`src/rtl/duer_pkg.sv`:
```
// Package for the dual ultrasonic echo ranger: shared widths, codes and the
// fixed-point scaling constant. No dependencies.
`default_nettype none

package duer_pkg;

  localparam int TimeW = 16;  // capture and counter-top width
  localparam int DistW = 12;  // distance width in cm
  localparam int SpanW = TimeW + 1;  // elapsed ticks, top + stop may carry

  // cm = floor(ticks * 17 / 1000) computed as (ticks * CmRecip) >> CmShift,
  // CmRecip = 17 * ceil(2^32 / 1000). Exact for every span below 2^17.
  localparam int CmShift = 32;
  localparam int RecipW  = 27;
  localparam logic [RecipW-1:0] CmRecip = 27'd73014456;
  localparam int ProdW   = SpanW + RecipW;

  typedef enum logic {
    OP_CAPTURE = 1'b0,
    OP_PERIOD  = 1'b1
  } op_t;

  localparam logic SENSOR_LEFT  = 1'b0;
  localparam logic SENSOR_RIGHT = 1'b1;

  localparam logic [0:0] CFG_COUNTER_TOP  = 1'b0;
  localparam logic [0:0] CFG_TIMEOUT_DIST = 1'b1;

  localparam logic [DistW-1:0] TimeoutDistRst = 12'd500;
  localparam logic [TimeW-1:0] CounterTopRst  = 16'hFFFF;

endpackage : duer_pkg

`default_nettype wire

```
`src/rtl/dual_ultrasonic_echo_ranger_core.sv`:
```
// Top level of the dual ultrasonic echo ranger: input register, span unit,
// sensor state and result register. Depends on duer_pkg and duer_span_cm.
`default_nettype none

// Ranges a left and a right ultrasonic sensor from pairs of timer captures.
// Each input word is either a capture (op = 0, sensor_sel names the sensor,
// capture_value the timer count) or a period tick (op = 1). The first
// capture of a sensor stores its start time and arms it; the second takes
// the elapsed ticks (wrap through counter_top when stop <= start) and stores
// floor(ticks * 17 / 1000) cm, then disarms. A period tick hands over to the
// other sensor; an outgoing sensor still armed gets timeout_distance. Every
// word yields one result word with both distances, the active sensor and an
// updated flag. Throughput is one word per clock unless the result stalls;
// a word passes the input register, then the span and scaling path
// (subtract, compare and one 17 x 27 multiply) into the result register.
// The distance registers are the result register: they only change when a
// result word is loaded. Configuration is written through cfg_we/cfg_index/
// cfg_wdata while the block is idle, a rule on the user that the block
// does not enforce. Capture values use their low TIMER_BITS bits.

module dual_ultrasonic_echo_ranger_core import duer_pkg::*; #(
  parameter int TIMER_BITS = 16
) (
  input  wire logic             clk,
  input  wire logic             rst_n,
  // config
  input  wire logic             cfg_we,
  input  wire logic [0:0]       cfg_index,
  input  wire logic [TimeW-1:0] cfg_wdata,
  // input words
  input  wire logic             in_valid,
  output logic                  in_ready,
  input  wire logic             in_op,
  input  wire logic             in_sensor_sel,
  input  wire logic [TimeW-1:0] in_capture_value,
  // result words
  output logic                  out_valid,
  input  wire logic             out_ready,
  output logic      [DistW-1:0] out_distance_left,
  output logic      [DistW-1:0] out_distance_right,
  output logic                  out_active_sensor,
  output logic                  out_distance_updated
);

  // Capture bits above the timer width are dropped.
  localparam logic [TimeW-1:0] CapMask =
    (TIMER_BITS >= TimeW) ? {TimeW{1'b1}} : TimeW'((64'd1 << TIMER_BITS) - 64'd1);

  // config registers
  logic [TimeW-1:0] counter_top_r;
  logic [DistW-1:0] timeout_dist_r;

  // input register
  logic             in_valid_r;
  op_t              op_r;
  logic             sel_r;
  logic [TimeW-1:0] cap_r;

  // sensor state, doubles as result payload
  logic [TimeW-1:0] start_r   [2];
  logic [TimeW-1:0] start_nxt [2];
  logic [1:0]       armed_r;
  logic [1:0]       armed_nxt;
  logic [DistW-1:0] dist_r    [2];
  logic [DistW-1:0] dist_nxt  [2];
  logic             cur_r;
  logic             cur_nxt;

  // result control
  logic             out_valid_r;
  logic             updated_r;
  logic             updated_nxt;

  logic             advance;
  logic [DistW-1:0] span_cm;

  // Input register moves on when the result slot is free or being taken.
  assign advance  = in_valid_r && (!out_valid_r || out_ready);
  assign in_ready = !in_valid_r || advance;

  always_ff @(posedge clk) begin
    if (!rst_n) begin
      counter_top_r  <= CounterTopRst;
      timeout_dist_r <= TimeoutDistRst;
    end else if (cfg_we) begin
      case (cfg_index)
        CFG_COUNTER_TOP:  counter_top_r  <= cfg_wdata;
        CFG_TIMEOUT_DIST: timeout_dist_r <= cfg_wdata[DistW-1:0];
        default: ;
      endcase
    end
  end

  always_ff @(posedge clk) begin
    if (!rst_n) begin
      in_valid_r <= 1'b0;
    end else if (in_ready) begin
      in_valid_r <= in_valid;
    end
  end

  always_ff @(posedge clk) begin
    if (in_valid && in_ready) begin
      op_r  <= op_t'(in_op);
      sel_r <= in_sensor_sel;
      cap_r <= in_capture_value & CapMask;
    end
  end

  duer_span_cm u_span (
    .start_time  (start_r[sel_r]),
    .stop_time   (cap_r),
    .counter_top (counter_top_r),
    .distance_cm (span_cm)
  );

  // Next sensor state for the word in the input register.
  always_comb begin
    start_nxt   = start_r;
    armed_nxt   = armed_r;
    dist_nxt    = dist_r;
    cur_nxt     = cur_r;
    updated_nxt = 1'b0;
    case (op_r)
      OP_CAPTURE: begin
        if (!armed_r[sel_r]) begin
          start_nxt[sel_r] = cap_r;   // echo start: arm
          armed_nxt[sel_r] = 1'b1;
        end else begin
          dist_nxt[sel_r]  = span_cm; // echo end: measure, disarm
          armed_nxt[sel_r] = 1'b0;
          updated_nxt      = 1'b1;
        end
      end
      OP_PERIOD: begin
        if (armed_r[cur_r]) begin
          dist_nxt[cur_r] = timeout_dist_r;  // no echo end seen
          updated_nxt     = 1'b1;
        end
        armed_nxt[cur_r] = 1'b0;
        cur_nxt          = ~cur_r;
      end
      default: ;
    endcase
  end

  always_ff @(posedge clk) begin
    if (!rst_n) begin
      start_r     <= '{default: '0};
      armed_r     <= '0;
      dist_r      <= '{default: '0};
      cur_r       <= SENSOR_LEFT;
      out_valid_r <= 1'b0;
      updated_r   <= 1'b0;
    end else begin
      if (advance) begin
        start_r     <= start_nxt;
        armed_r     <= armed_nxt;
        dist_r      <= dist_nxt;
        cur_r       <= cur_nxt;
        updated_r   <= updated_nxt;
        out_valid_r <= 1'b1;
      end else if (out_ready) begin
        out_valid_r <= 1'b0;
      end
    end
  end

  assign out_valid            = out_valid_r;
  assign out_distance_left    = dist_r[SENSOR_LEFT];
  assign out_distance_right   = dist_r[SENSOR_RIGHT];
  assign out_active_sensor    = cur_r;
  assign out_distance_updated = updated_r;

  // A period word always hands measurement to the other sensor.
  a_period_toggles: assert property (@(posedge clk) disable iff (!rst_n)
    (advance && op_r == OP_PERIOD) |=> (out_active_sensor != $past(cur_r)))
    else $error("active sensor did not toggle on period word");

  // An echo end clears the arm bit and flags an update.
  a_echo_end_disarms: assert property (@(posedge clk) disable iff (!rst_n)
    (advance && op_r == OP_CAPTURE && armed_r[sel_r])
      |=> (!armed_r[$past(sel_r)] && out_distance_updated))
    else $error("echo end left sensor armed or unflagged");

  // A held input word is not lost while the result slot is blocked.
  a_input_held: assert property (@(posedge clk) disable iff (!rst_n)
    (in_valid_r && !advance) |=> in_valid_r)
    else $error("input register dropped a word");

  // Distances only change when a result word is loaded.
  a_dist_stable: assert property (@(posedge clk) disable iff (!rst_n)
    !advance |=> ($stable(out_distance_left) && $stable(out_distance_right)))
    else $error("distance changed without a result word");

endmodule : dual_ultrasonic_echo_ranger_core

`default_nettype wire

```
`src/rtl/duer_span_cm.sv`:
```
// Echo span to distance: wrap-aware tick difference and constant scaling.
// Depends on duer_pkg.
`default_nettype none

module duer_span_cm import duer_pkg::*; (
  input  wire logic [TimeW-1:0] start_time,
  input  wire logic [TimeW-1:0] stop_time,
  input  wire logic [TimeW-1:0] counter_top,
  output logic      [DistW-1:0] distance_cm
);

  logic [SpanW-1:0] top_plus;
  logic [SpanW-1:0] start_ext;
  logic [SpanW-1:0] ticks;
  logic [ProdW-1:0] prod;

  assign top_plus  = {1'b0, counter_top} + {1'b0, stop_time};
  assign start_ext = {1'b0, start_time};

  always_comb begin
    if (start_time < stop_time) begin
      ticks = {1'b0, stop_time - start_time};
    end else if (top_plus >= start_ext) begin
      ticks = top_plus - start_ext;
    end else begin
      ticks = '0;  // wrapped span below zero saturates
    end
  end

  // Product never exceeds 1114 cm after the shift, so the top bits fit without clipping.
  assign prod        = ProdW'(ticks) * ProdW'(CmRecip);
  assign distance_cm = prod[CmShift +: DistW];

endmodule : duer_span_cm

`default_nettype wire

```
`config.mk`:
```
export PLATFORM = sky130hd
export DESIGN_NAME = dual_ultrasonic_echo_ranger_core
export DESIGN_NICKNAME = d
export VERILOG_FILES = /design/src/rtl/duer_pkg.sv /design/src/rtl/dual_ultrasonic_echo_ranger_core.sv /design/src/rtl/duer_span_cm.sv
export SDC_FILE = /design/constraint.sdc
export NUM_CORES = 1
export LEC_CHECK = 0
export CAP_MARGIN = 10
export CELL_PAD_IN_SITES_DETAIL_PLACEMENT = 1
export CELL_PAD_IN_SITES_GLOBAL_PLACEMENT = 1
export CORE_ASPECT_RATIO = 0.75
export CORE_MARGIN = 3
export CORE_UTILIZATION = 56
export DETAILED_ROUTE_END_ITERATION = 10
export DONT_BUFFER_PORTS = 1
export PLACE_DENSITY_LB_ADDON = 0.1
export SLEW_MARGIN = 20
export SYNTH_ARGS = -nofsm -noshare
export SYNTH_HDL_FRONTEND = slang
export SYNTH_SLANG_ARGS = --single-unit
```
`constraint.sdc`:
```
create_clock -name clk -period 14.7 [get_ports clk]
set_input_delay 2.94 -clock clk [delete_from_list [all_inputs] [get_ports clk]]
set_output_delay 2.94 -clock clk [all_outputs]
set_load 0.03 [all_outputs]
```
# After elaboration in Yosys (flattened, before gate mapping)
# Cells that the tools add are included.
# word_totals
reg_bits	108
inputBits	40
output_inout_bits	28
elab_cells	89
# op_classes
addsub	3
mul	1
n_lt_le_gt_ge	10
n_eq_ne	2
n_mux	32
n_bitwise	11
n_reduce_logical	16
# ops
cell	n
2-to-1 mux 16 bit	4
bitwise mux 24 bit	2
2-to-1 mux 24 bit	2
case mux 24 bit (2 select lines)	1
multiplier 17 x 24 -> 41 bit, second input constant	1
2-to-1 mux 17 bit	2
bitwise mux 32 bit	1
demux 12 bit (select 1 bit)	2
2-to-1 mux 12 bit	2
adder 16 x 16 -> 17 bit	1
>= comparator 17 x 16 -> 1 bit	1
subtractor 17 x 16 -> 17 bit	1
demux 16 bit (select 1 bit)	1
< comparator 16 bit	1
subtractor 16 bit	1
2-to-1 mux 1 bit	10
logical AND 1 bit	6
AND reduction 2 bit	3
AND reduction 3 bit	2
AND 2 bit	2
>= comparator 2 bit, second input constant	2
< comparator 1 x 2 -> 1 bit, second input constant	2
< comparator 2 x 1 -> 1 bit, second input constant	2
inverter 1 bit	4
other kinds (13)	19

# Longest topological paths before layout
# Gate-level depths: netlist of run 1.
# logic_depth
depth_word	11
ltp_mapped	39
mapped_depth_nobuf	38

# Modules after synthesis
# Synthesis of run 1 repeated with hierarchy kept, for this count alone.
# unflattened
cells_unflattened	1484
area_unflattened_um2	13535.5
# by_module_without_submodules
mod	instances	cells_each	area_per_inst_um2	seq_area_each_um2
duer_span_cm	1	999	8811.0	0.0
dual_ultrasonic_echo_ranger_core	1	485	4724.5	2342.2

# Least setup slack after synthesis of run 1
# Ideal clock, no wire load.
# synth_timing
path_type	register to register
start	register cap_r[1]
end	register dist_r (netlist bit out_distance_right[11])
setup_time_ns	0.062
arrival_time_ns	9.200
t_required_ns	14.638
setup_slack_ns	5.438
stages_incl_launch_ff	34
n_path_buf	1
synth_period_minus_slack_ns	9.262
cell_sequence	edfxtp_1 -> ha_1 -> a21o_1 -> a21oi_1 -> nor2b_1 -> o21a_1 -> o221ai_1 -> o21ai_0 -> o41a_1 -> xor2_1 -> ha_1 -> and3_1 -> and2_1 -> a21o_1 -> a211oi_1 -> a21oi_4 -> buf_4 -> a22o_1 -> fa_1 -> inv_1 -> fa_1 -> fa_1 -> fa_1 -> inv_1 -> fa_1 -> fa_1 -> ha_1 -> nand4_1 -> a2111oi_2 -> o211ai_2 -> a31oi_4 -> a221oi_4 -> or4_1 -> nand3_1
# synth_between
elab_chain_len	8
elab_cells_between_ends	11
classes_between	add/sub: 3; mul: 1; order compare: 2; mux: 5
# synth_rtl
element	line	rtl
from (decl)	dual_ultrasonic_echo_ranger_core.sv:57	logic [TimeW-1:0] cap_r;
from (signal assigned)	dual_ultrasonic_echo_ranger_core.sv:106	cap_r <= in_capture_value & CapMask;
adder 16 x 16 -> 17 bit	duer_span_cm.sv:17	assign top_plus = {1'b0, counter_top} + {1'b0, stop_time};
subtractor 17 x 16 -> 17 bit / >= comparator 17 x 16 -> 1 bit (equally long branches)	duer_span_cm.sv:24, duer_span_cm.sv:23	
2-to-1 mux 17 bit	duer_span_cm.sv:23	end else if (top_plus >= start_ext) begin
2-to-1 mux 17 bit *	duer_span_cm.sv:21	if (start_time < stop_time) begin
multiplier 17 x 24 -> 41 bit *	duer_span_cm.sv:31	assign prod = ProdW'(ticks) * ProdW'(CmRecip);
bitwise mux 24 bit *	dual_ultrasonic_echo_ranger_core.sv:130	dist_nxt[sel_r] = span_cm;
2-to-1 mux 24 bit *	dual_ultrasonic_echo_ranger_core.sv:126	if (!armed_r[sel_r]) begin
case mux 24 bit (2 select lines) *	dual_ultrasonic_echo_ranger_core.sv:124	case (op_r)
to (signal assigned)	dual_ultrasonic_echo_ranger_core.sv:159	dist_r <= dist_nxt;
to (decl)	dual_ultrasonic_echo_ranger_core.sv:64	logic [DistW-1:0] dist_r [2];
# Every way passes the cells marked *; elsewhere a longest branch is shown, timed or not. The select of a mux whose other input is x is not followed.
# A chain may end at the register's enable or synchronous reset.

# Worst setup path after layout of run 1
# layout_timing
start	register cap_r[0]
end	register dist_r (netlist bit out_distance_left[5])
# Same word-level chain as after synthesis.

==> run summary, run 1 <==
Syn nets: 1771
Routed WL: 40400 um
Hold Path Stages: 2
Critical path's most frequent cell: fa_1
Die width: 180 um
Largest net degree at the start of global routing: 98
Wire length per cell: 24.3 um
Ant. Diodes: 0
Total grt overflow: 0
Full die area: 0.0245 mm^2
Clk buf depth: 2
Slowest stage delay, CP: 0.85 ns
Cell Area, Synth: 0.0127 mm^2
Max Slew Vio Count: 0
MaxCap Viol Count: 0
Routed Antenna Nets: 0
Min-delay worst type: reg2reg
Post-synthesis register bit count: 108
Starting Density: 57.3%
First-pass GRT wire length: 63200 um
Dpl hpwl: 33900 um
Hold path startpoint: start_r[1]
Critical path endpoint category: register
Cell variety after synth: 74
Reg2reg end: out_distance_left[5]
Worst Path Arrival: 11.40 ns
Number of vias after detailed routing: 10300
Port Buffer Count: 0
Hold-fix buffers at CTS: 0
CTS clk-pin slew, worst paths: 0.08 ns
Crit-path slowest cell: o41ai_1
Post-CTS sizing: 0
Primary FF master, synth: dfxtp_1
Worst hold endpoint: start_r[1]
GRT Overall Usage: 33.3%
Core Rows: 47
Slew @ Worst Pin: 1.08 ns
DR vias/cell: 6.19
Synthesized area per cell: 9.15 um^2
Worst skew pair latency: 0.36 ns
Initial DRC count: 910
Async SR Flop Fraction: 0%
Fmax: 90.0 MHz
DRC Markers: 0
Die height: 136 um
Final setup viols: 0
Top-area cell type share of the netlist area: 21.6%
Post-synth EDFFs: 18
# IOs: 68
Fin. Hold Viols: 0
Layout cells sized above 1: 3.65%
Layout net count: 1749
Synth Warn #: 0
Setup CP Type: reg2reg
Clock Skew: 0.00628 ns
Area grow syn2layout: 4.31%
Min Tclk post-route: 11.12 ns
CTS tree: done
Initial antenna violation count: 0
RD Place Congestion: 0.991
Vias in the first global route: 10900
Fin crit share: 75.6%
R2r setup slk: 3.58 ns
Area leader, netlist: ha_1
Master cell of the clock root buffer: clkbuf_16
RSZ-0062 raised after global routing: false
Seq/Total Area, Yosys: 18.5%
Max_slew headroom: 27.9%
Final-layout fill cell count: 2556
Htree depth: 3
Worst r2r src: cap_r[0]
Sum of negative setup slack: 0 ns
Core area: 0.0222 mm^2
Gate Count Post-Synth: 1387
Clock sink count: 108
Status: complete, no violations
CTS buffer count: 9
Synth top area cells: ha_1, fa_1, dfxtp_1
Worst Path Required: 14.99 ns
CP Max Fanout: 27
Startpoint types: register
R2R depth: 33
Postcts setup bufs: 0
DRT Pass-1 Iters: 5
## worst max-delay path, delay by kind of cell, from the launching register on
family          cells  cell delay, ns
compound gates     17            5.84
xor+xnor            1            0.09
fa+ha+maj          10            4.16
buf+inv             2            0.17
flops               1            0.44
simple gates        3            0.35
## cells in the final DEF, fill, tap and decap left out, types with 18 or more instances in the layout
cell type | Yosys | final
xnor2_1 | 31 | 31
ha_1 | 219 | 219
a21boi_0 | 39 | 39
nand3_1 | 44 | 44
nand2_1 | 166 | 166
o21ai_0 | 47 | 47
mux2i_1 | 18 | 18
fa_1 | 125 | 125
edfxtp_1 | 18 | 18
a21oi_1 | 50 | 50
inv_1 | 213 | 213
a21o_1 | 25 | 25
dfxtp_1 | 90 | 90
nor2_1 | 38 | 38
## sequential cells by signal, summed over array words and instances, names as in the netlist, 12 cells and up, named ones only
register	count
out_distance_left	12
counter_top_r	16
out_distance_right	12
timeout_dist_r	12
start_r	32
cap_r	16
## cell type report
type                       instances  area (um^2)  share of cell area [%]
timing repair buffer               6         45.0                   0.340
multi-input combinational       1026         9400                    71.0
tap                              294          368                    2.78
clock buffer                       9          225                    1.70
inverter                         214          803                    6.07
sequential                       108         2340                    17.7
clock inverter                     7         62.6                   0.472
## how the worst max path moves through the flow
| stage | cells past startpoint | slack, ns | from | endpoint |
|---|---|---|---|---|
| after global placement | 33 | 4.28 | cap_r[1] | out_distance_right[5] |
| after floorplan | 33 | 5.44 | cap_r[1] | out_distance_right[11] |
| after global routing | 33 | 3.05 | cap_r[0] | out_distance_right[5] |
| after CTS | 33 | 3.84 | cap_r[0] | out_distance_left[5] |
| after detailed placement | 33 | 3.95 | cap_r[0] | out_distance_right[5] |
| final | 33 | 3.58 | cap_r[0] | out_distance_left[5] |
## routing by layer
layer / routed length [um] / track usage, % / share of wire, %
met1: 18400 / 46.8 / 46
met2: 17400 / 51.1 / 43
met3: 3980 / 10.5 / 9.8
met4: 627 / 6.18 / 1.6
met5: 0 / 0 / 0
## Yosys cell counts, drive strengths merged, types with 7 or more instances
library cell,n
ha,219
inv,214
nand2,166
fa,125
dfxtp,90
a21oi,51
o21ai,50
nand3,44
a21boi,39
nor2,39
clkbuf,32
xnor2,31
a21o,25
edfxtp,18
mux2i,18
a22oi,14
nor2b,14
o21a,14
nor3,13
a22o,12
a31oi,12
nand2b,10
xor2,10
a32oi,9
nand4,9
o211ai,9
and3,8
a31o,7
and2,7
buf,7
## cell families after synthesis
family	after synthesis	share of synthesized area (%)
buffers and inverters	253	7.62
muxes	21	1.69
and+or+nand+nor	337	12.4
DFF	108	18.5
adders and majority gates	344	41.3
xor gates and xnor gates	41	2.83
AOI/OAI and AO/OA	283	15.8
## through the flow
| step | instances | setup WS [ns] | cell area, um^2 | hold slack (ns) | util (%) |
|---|---|---|---|---|---|
| floorplan | 1387 | 5.44 | 12700 | 0.440 | - |
| global placement | 1648 | 4.28 | 13000 | 0.448 | 58.4 |
| detailed placement | 1648 | 3.95 | 13000 | 0.460 | 58.4 |
| CTS | 1664 | 3.84 | 13200 | 0.470 | 59.7 |
| global route | 1664 | 3.05 | 13200 | 0.501 | 59.7 |
| finish | 1664 | 3.58 | 13200 | 0.467 | 59.7 |
Power of run 1 is left out: the tool's default activity adds up to more than one toggle a clock period on the data nets, which glitch-free logic cannot reach.
==> run 2: changes to the inputs <==
--- a/config.mk
+++ b/config.mk
@@ -10,7 +10,7 @@
 export CELL_PAD_IN_SITES_GLOBAL_PLACEMENT = 1
 export CORE_ASPECT_RATIO = 0.75
 export CORE_MARGIN = 3
-export CORE_UTILIZATION = 56
+export CORE_UTILIZATION = 47
 export DETAILED_ROUTE_END_ITERATION = 10
 export DONT_BUFFER_PORTS = 1
 export PLACE_DENSITY_LB_ADDON = 0.1
==> constraint.sdc (replaced) <==
create_clock -name clk -period 9.6 [get_ports clk]
set_input_delay 1.92 -clock clk [delete_from_list [all_inputs] [get_ports clk]]
set_output_delay 1.92 -clock clk [all_outputs]
set_load 0.03 [all_outputs]
==> run 2 against run 1 <==
  * Clock skew is 0.0030 ns higher
  * Hold slack worse by 0.0034 ns
  * Non-clock buffer count is 102 higher
  * First-iteration DRC count is 25% lower
  * Sequential share of layout area is 1.8 points lower
  * Via count is 2.0% higher
  * Global-route usage is 4.8 points lower
  * Register-to-register slack worse by 3.3 ns
  * Die area is 18% higher
  * Sequential cell count stayed put
  * Wire length is 3.3% higher
  * Setup slack worse by 3.3 ns
==> run summary, run 2 (synthesis gave the netlist of run 1 again) <==
RD Place Congestion: 0.979
CTS buffer count: 9
GRT Overall Usage: 28.4%
Worst r2r src: cap_r[1]
Layout net count: 1851
Core Rows: 51
Final worst slack: 0.255 ns
Slowest stage delay, CP: 0.63 ns
Max_slew headroom: 24.6%
Min Tclk post-route: 9.34 ns
Status: complete, no violations
CTS clk-pin slew, worst paths: 0.07 ns
Htree depth: 3
Most frequent cells in the layout: inv_1, ha_1, nand2_1, fa_1, buf_4
Hold-fix buffers at CTS: 0
Layout cells sized above 1: 16.9%
Clock Skew: 0.00924 ns
Routed Antenna Nets: 0
# IOs: 68
Top flop regs: start_r (32), cap_r (16), counter_top_r (16)
Critical path origin: cap_r[1]
Clk buf depth: 2
Worst Path Required: 9.81 ns
MaxCap Viol Count: 0
Top Layer Used: met4
Met1 WL: 20500 um
Ant. Diodes: 0
Setup CP Type: reg2reg
Die width: 196 um
Full die area: 0.0290 mm^2
Number of vias after detailed routing: 10500
Routed WL: 41700 um
Wire length per cell: 23.0 um
Fin. Hold Viols: 0
Fmax: 107 MHz
Starting Density: 48.3%
Area grow syn2layout: 16.1%
Hold path startpoint: start_r[16]
Met2 wire len: 17500 um
Clock sink count: 108
Master cell of the clock root buffer: clkbuf_16
CTS tree: done
Largest register FFs: 32
Final setup viols: 0
Critical path endpoint category: register
Worst skew pair latency: 0.36 ns
Fin area: 0.0147 mm^2
DR vias/cell: 5.79
Core area: 0.0263 mm^2
Port Buffer Count: 0
Min-delay worst type: reg2reg
DR WL met3: 3330 um
Die height: 148 um
Commonest non-fill, non-tap cell in the layout: inv_1
Area after DPL: 0.0137 mm^2
Fin crit share: 97.3%
Initial DRC count: 686
DRT Pass-1 Iters: 5
Initial antenna violation count: 0
DRC Markers: 0
Slew @ Worst Pin: 1.13 ns
Worst Path Arrival: 9.55 ns
Dpl hpwl: 34400 um
Startpoint types: register
Vias in the first global route: 10900
Sum of negative setup slack: 0 ns
Post-place setup slack: -0.392 ns
Largest Register: start_r
First-pass GRT wire length: 63300 um
Crit-path slowest cell: fa_2
Largest net degree at the start of global routing: 98
CP Max Fanout: 7
Max Slew Vio Count: 0
Total grt overflow: 0
-- run 2: changes by cell type in the layout (fill, tap and decap cells not counted), sizes merged --
cell	change
buf	+99
inv	-1
clkinv	-1
clkinvlp	-1
bufinv	+2
clkbuf	+4
-- run 2: final cells by class --
type                       instances  area, um^2
sequential                       108        2340
clock buffer                      10         239
clock inverter                     6        85.1
inverter                         214         803
timing repair buffer             108         877
multi-input combinational       1026        9970
fill                            3014       11500
tap                              344         430
-- run 2: critical path, delay by kind of cell, from the launching register on --
family | cells | cell delay (ns)
adder cells (fa/ha/maj) | 9 | 4.12
AO/OA/AOI/OAI | 14 | 2.53
buffers and inverters | 8 | 1.13
AND/OR/NAND/NOR | 6 | 0.89
flip-flops | 1 | 0.41
XOR/XNOR | 1 | 0.10
-- run 2: final timing paths --
path	slack, ns	end	cells after the start
worst min register to register	0.46	start_r[16]	2
worst max register to register	0.26	out_distance_right[4]	38
worst min-delay path	0.46	start_r[16]	2
worst max-delay path	0.26	out_distance_right[4]	38
-- run 2: routing by layer --
metal	vias up	GRT usage [%]
met1	5318	42.2
met5	-	0
met2	276	41.6
met4	0	3.99
met3	25	9.08
li1	4891	-
-- run 2: through the flow --
| step | hold WS [ns] | utilization [%] | instances |
|---|---|---|---|
| floorplan | 0.440 | - | 1387 |
| global placement | 0.447 | 51.9 | 1781 |
| detailed placement | 0.458 | 51.9 | 1781 |
| CTS | 0.468 | 53.7 | 1803 |
| global route | 0.490 | 56.1 | 1816 |
| finish | 0.463 | 56.1 | 1816 |
-- run 2: timing repair --
item | CTS | global route
setup buffers | 6 | 11
resized for setup | 18 | 110
endpoints found under the setup margin | 24 | 24
gates cloned | 0 | 2
pin swaps | 8 | 65
Power of run 2 is left out for the same reason.
==> run 3: changes to the inputs <==
--- a/config.mk
+++ b/config.mk
@@ -13,6 +13,7 @@
 export CORE_UTILIZATION = 47
 export DETAILED_ROUTE_END_ITERATION = 10
 export DONT_BUFFER_PORTS = 1
+export GPL_TIMING_DRIVEN = 0
 export PLACE_DENSITY_LB_ADDON = 0.1
 export SLEW_MARGIN = 20
 export SYNTH_ARGS = -nofsm -noshare
==> run 3 against run 2 <==
  * The flow now finishes with violations (negative setup slack)
  * Register-to-register slack worse by 0.29 ns
  * Non-clock buffer count is 4 higher
  * Via count is 0.53% higher
  * Clock skew is 0.0026 ns higher
  * Sequential cell count stayed put
==> run summary, run 3 (synthesis gave the netlist of run 1 again) <==
Critical path endpoint category: register
DRT Pass-1 Iters: 4
CTS buffer count: 9
Dpl hpwl: 32600 um
Max Slew Vio Count: 0
Routed WL: 41600 um
Layout cells sized above 1: 16.2%
Failing checks: negative setup slack
Largest register FFs: 32
Port Buffer Count: 0
Largest net degree at the start of global routing: 19
Worst path bufs/invs: 6
Largest Register: start_r
Min Tclk post-route: 9.64 ns
First-pass GRT wire length: 62500 um
Top Family by Delay on Critical Path: adder cells
Wire length per cell: 22.8 um
Most frequent cells in the layout: inv_1, ha_1, nand2_1, fa_1, dfxtp_1
Clock Skew: 0.0118 ns
Routed Antenna Nets: 0
MaxCap Viol Count: 0
Final worst slack: -0.0380 ns
Initial DRC count: 597
GRT Overall Usage: 27.7%
R2r setup slk: -0.04 ns
Layout net count: 1856
Worst Path Arrival: 9.94 ns
Register Area: 0.00234 mm^2
DRC Markers: 0
Clock sink count: 108
Starting Density: 48.3%
RD Place Congestion: 0.895
CTS clk-pin slew, worst paths: 0.08 ns
Post-place setup slack: -1.43 ns
Final-layout fill cell count: 2978
Reg2reg end: out_distance_right[11]
Fin crit share: 100%
Die width: 196 um
Top flop regs: start_r (32), cap_r (16), counter_top_r (16)
# IOs: 68
Worst skew pair latency: 0.35 ns
Status: complete, but fails checks
Die height: 148 um
Startpoint types: register
Crit-path slowest cell: fa_1
Initial antenna violation count: 0
RSZ-0062 raised after global routing: true
Slew @ Worst Pin: 0.902 ns
Htree depth: 3
Core Rows: 51
Min-delay worst type: reg2reg
DR vias/cell: 5.80
Area grow syn2layout: 16.7%
Fin. Hold Viols: 0
Critical path origin: cap_r[2]
Number of vias after detailed routing: 10600
Final setup viols: 4
CP Max Fanout: 7
CTS tree: done
Hold Path Stages: 2
Cell depth of the worst setup path: 35
Commonest non-fill, non-tap cell in the layout: inv_1
Max_slew headroom: 39.9%
Footprint of the multi-input gates: 0.0102 mm^2
Fmax: 104 MHz
Hold slack: 0.471 ns
Final core occ: 56.4%
Master cell of the clock root buffer: clkbuf_16
Worst r2r src: cap_r[2]
Worst Path Required: 9.90 ns
Clk buf depth: 2
Sum of negative setup slack: -0.0819 ns
R2R depth: 35
Full die area: 0.0290 mm^2
Slowest stage delay, CP: 0.59 ns
Total grt overflow: 0
Setup CP Type: reg2reg
Vias in the first global route: 11000
Core area: 0.0263 mm^2
Crit path to: out_distance_right[11]
-- run 3: cell count changes in the layout (fill, tap and decap cells not counted), moves of 5 or more --
cell / change
o21ai_1: +6
inv_1: -5
inv_2: +5
a22oi_1: -5
o21ai_0: -8
clkbuf_1: +31
a22oi_2: +5
buf_4: -29
-- run 3: final cells by class --
| class | count | share of cell area, % |
|---|---|---|
| Clock buffer | 11 | 1.71 |
| Antenna cell | 1 | 0.0169 |
| Timing Repair Buffer | 73 | 3.95 |
| Multi-Input combinational cell | 1027 | 68.6 |
| Inverter | 214 | 5.42 |
| Tap cell | 344 | 2.90 |
| Buffer | 39 | 1.22 |
| Sequential cell | 108 | 15.8 |
| Clock inverter | 5 | 0.371 |
-- run 3: worst min-delay path by stage --
stage / to / slack, ns / startpoint
3_3_place_gp: start_r[18] / 0.45 / start_r[18]
4_1_cts: start_r[21] / 0.47 / start_r[21]
6_report: start_r[21] / 0.47 / start_r[21]
5_1_grt: start_r[7] / 0.50 / start_r[7]
3_5_place_dp: start_r[1] / 0.46 / start_r[1]
2_1_floorplan: start_r[0] / 0.44 / start_r[0]
-- run 3: routing by layer --
metal	wire length, um	up-vias	track usage [%]
met4	596	0	4.42
met3	2970	40	7.90
li1	-	4905	-
met2	18200	242	42.0
met1	19800	5379	40.1
met5	0	-	0
-- run 3: repair_timing --
| item | in CTS | in global routing |
|---|---|---|
| gates cloned | 0 | 2 |
| hold endpoints to repair | 0 | 0 |
| resized for setup | 60 | 115 |
| buffers inserted | 19 | 54 |
| pin swaps | 26 | 97 |
| hold buffers | 0 | 0 |
| endpoints found under the setup margin | 24 | 24 |
-- run 3: stage by stage --
stage	instance area, um^2	cells
after global placement	13100	1731
after detailed placement	13100	1731
after CTS	13800	1766
after global routing	14800	1821
after floorplan	12700	1387
final	14800	1822
-- run 3: worst register-to-register path: cells and delay by family, from the launching register on --
family                   cells  cell delay, ns
adder cells (fa/ha/maj)      9            4.06
AO/OA/AOI/OAI               14            2.99
AND/OR/NAND/NOR              4            0.91
buffers and inverters        6            0.84
flip-flops                   1            0.50
XOR/XNOR                     2            0.29
Power of run 3 is left out for the same reason.
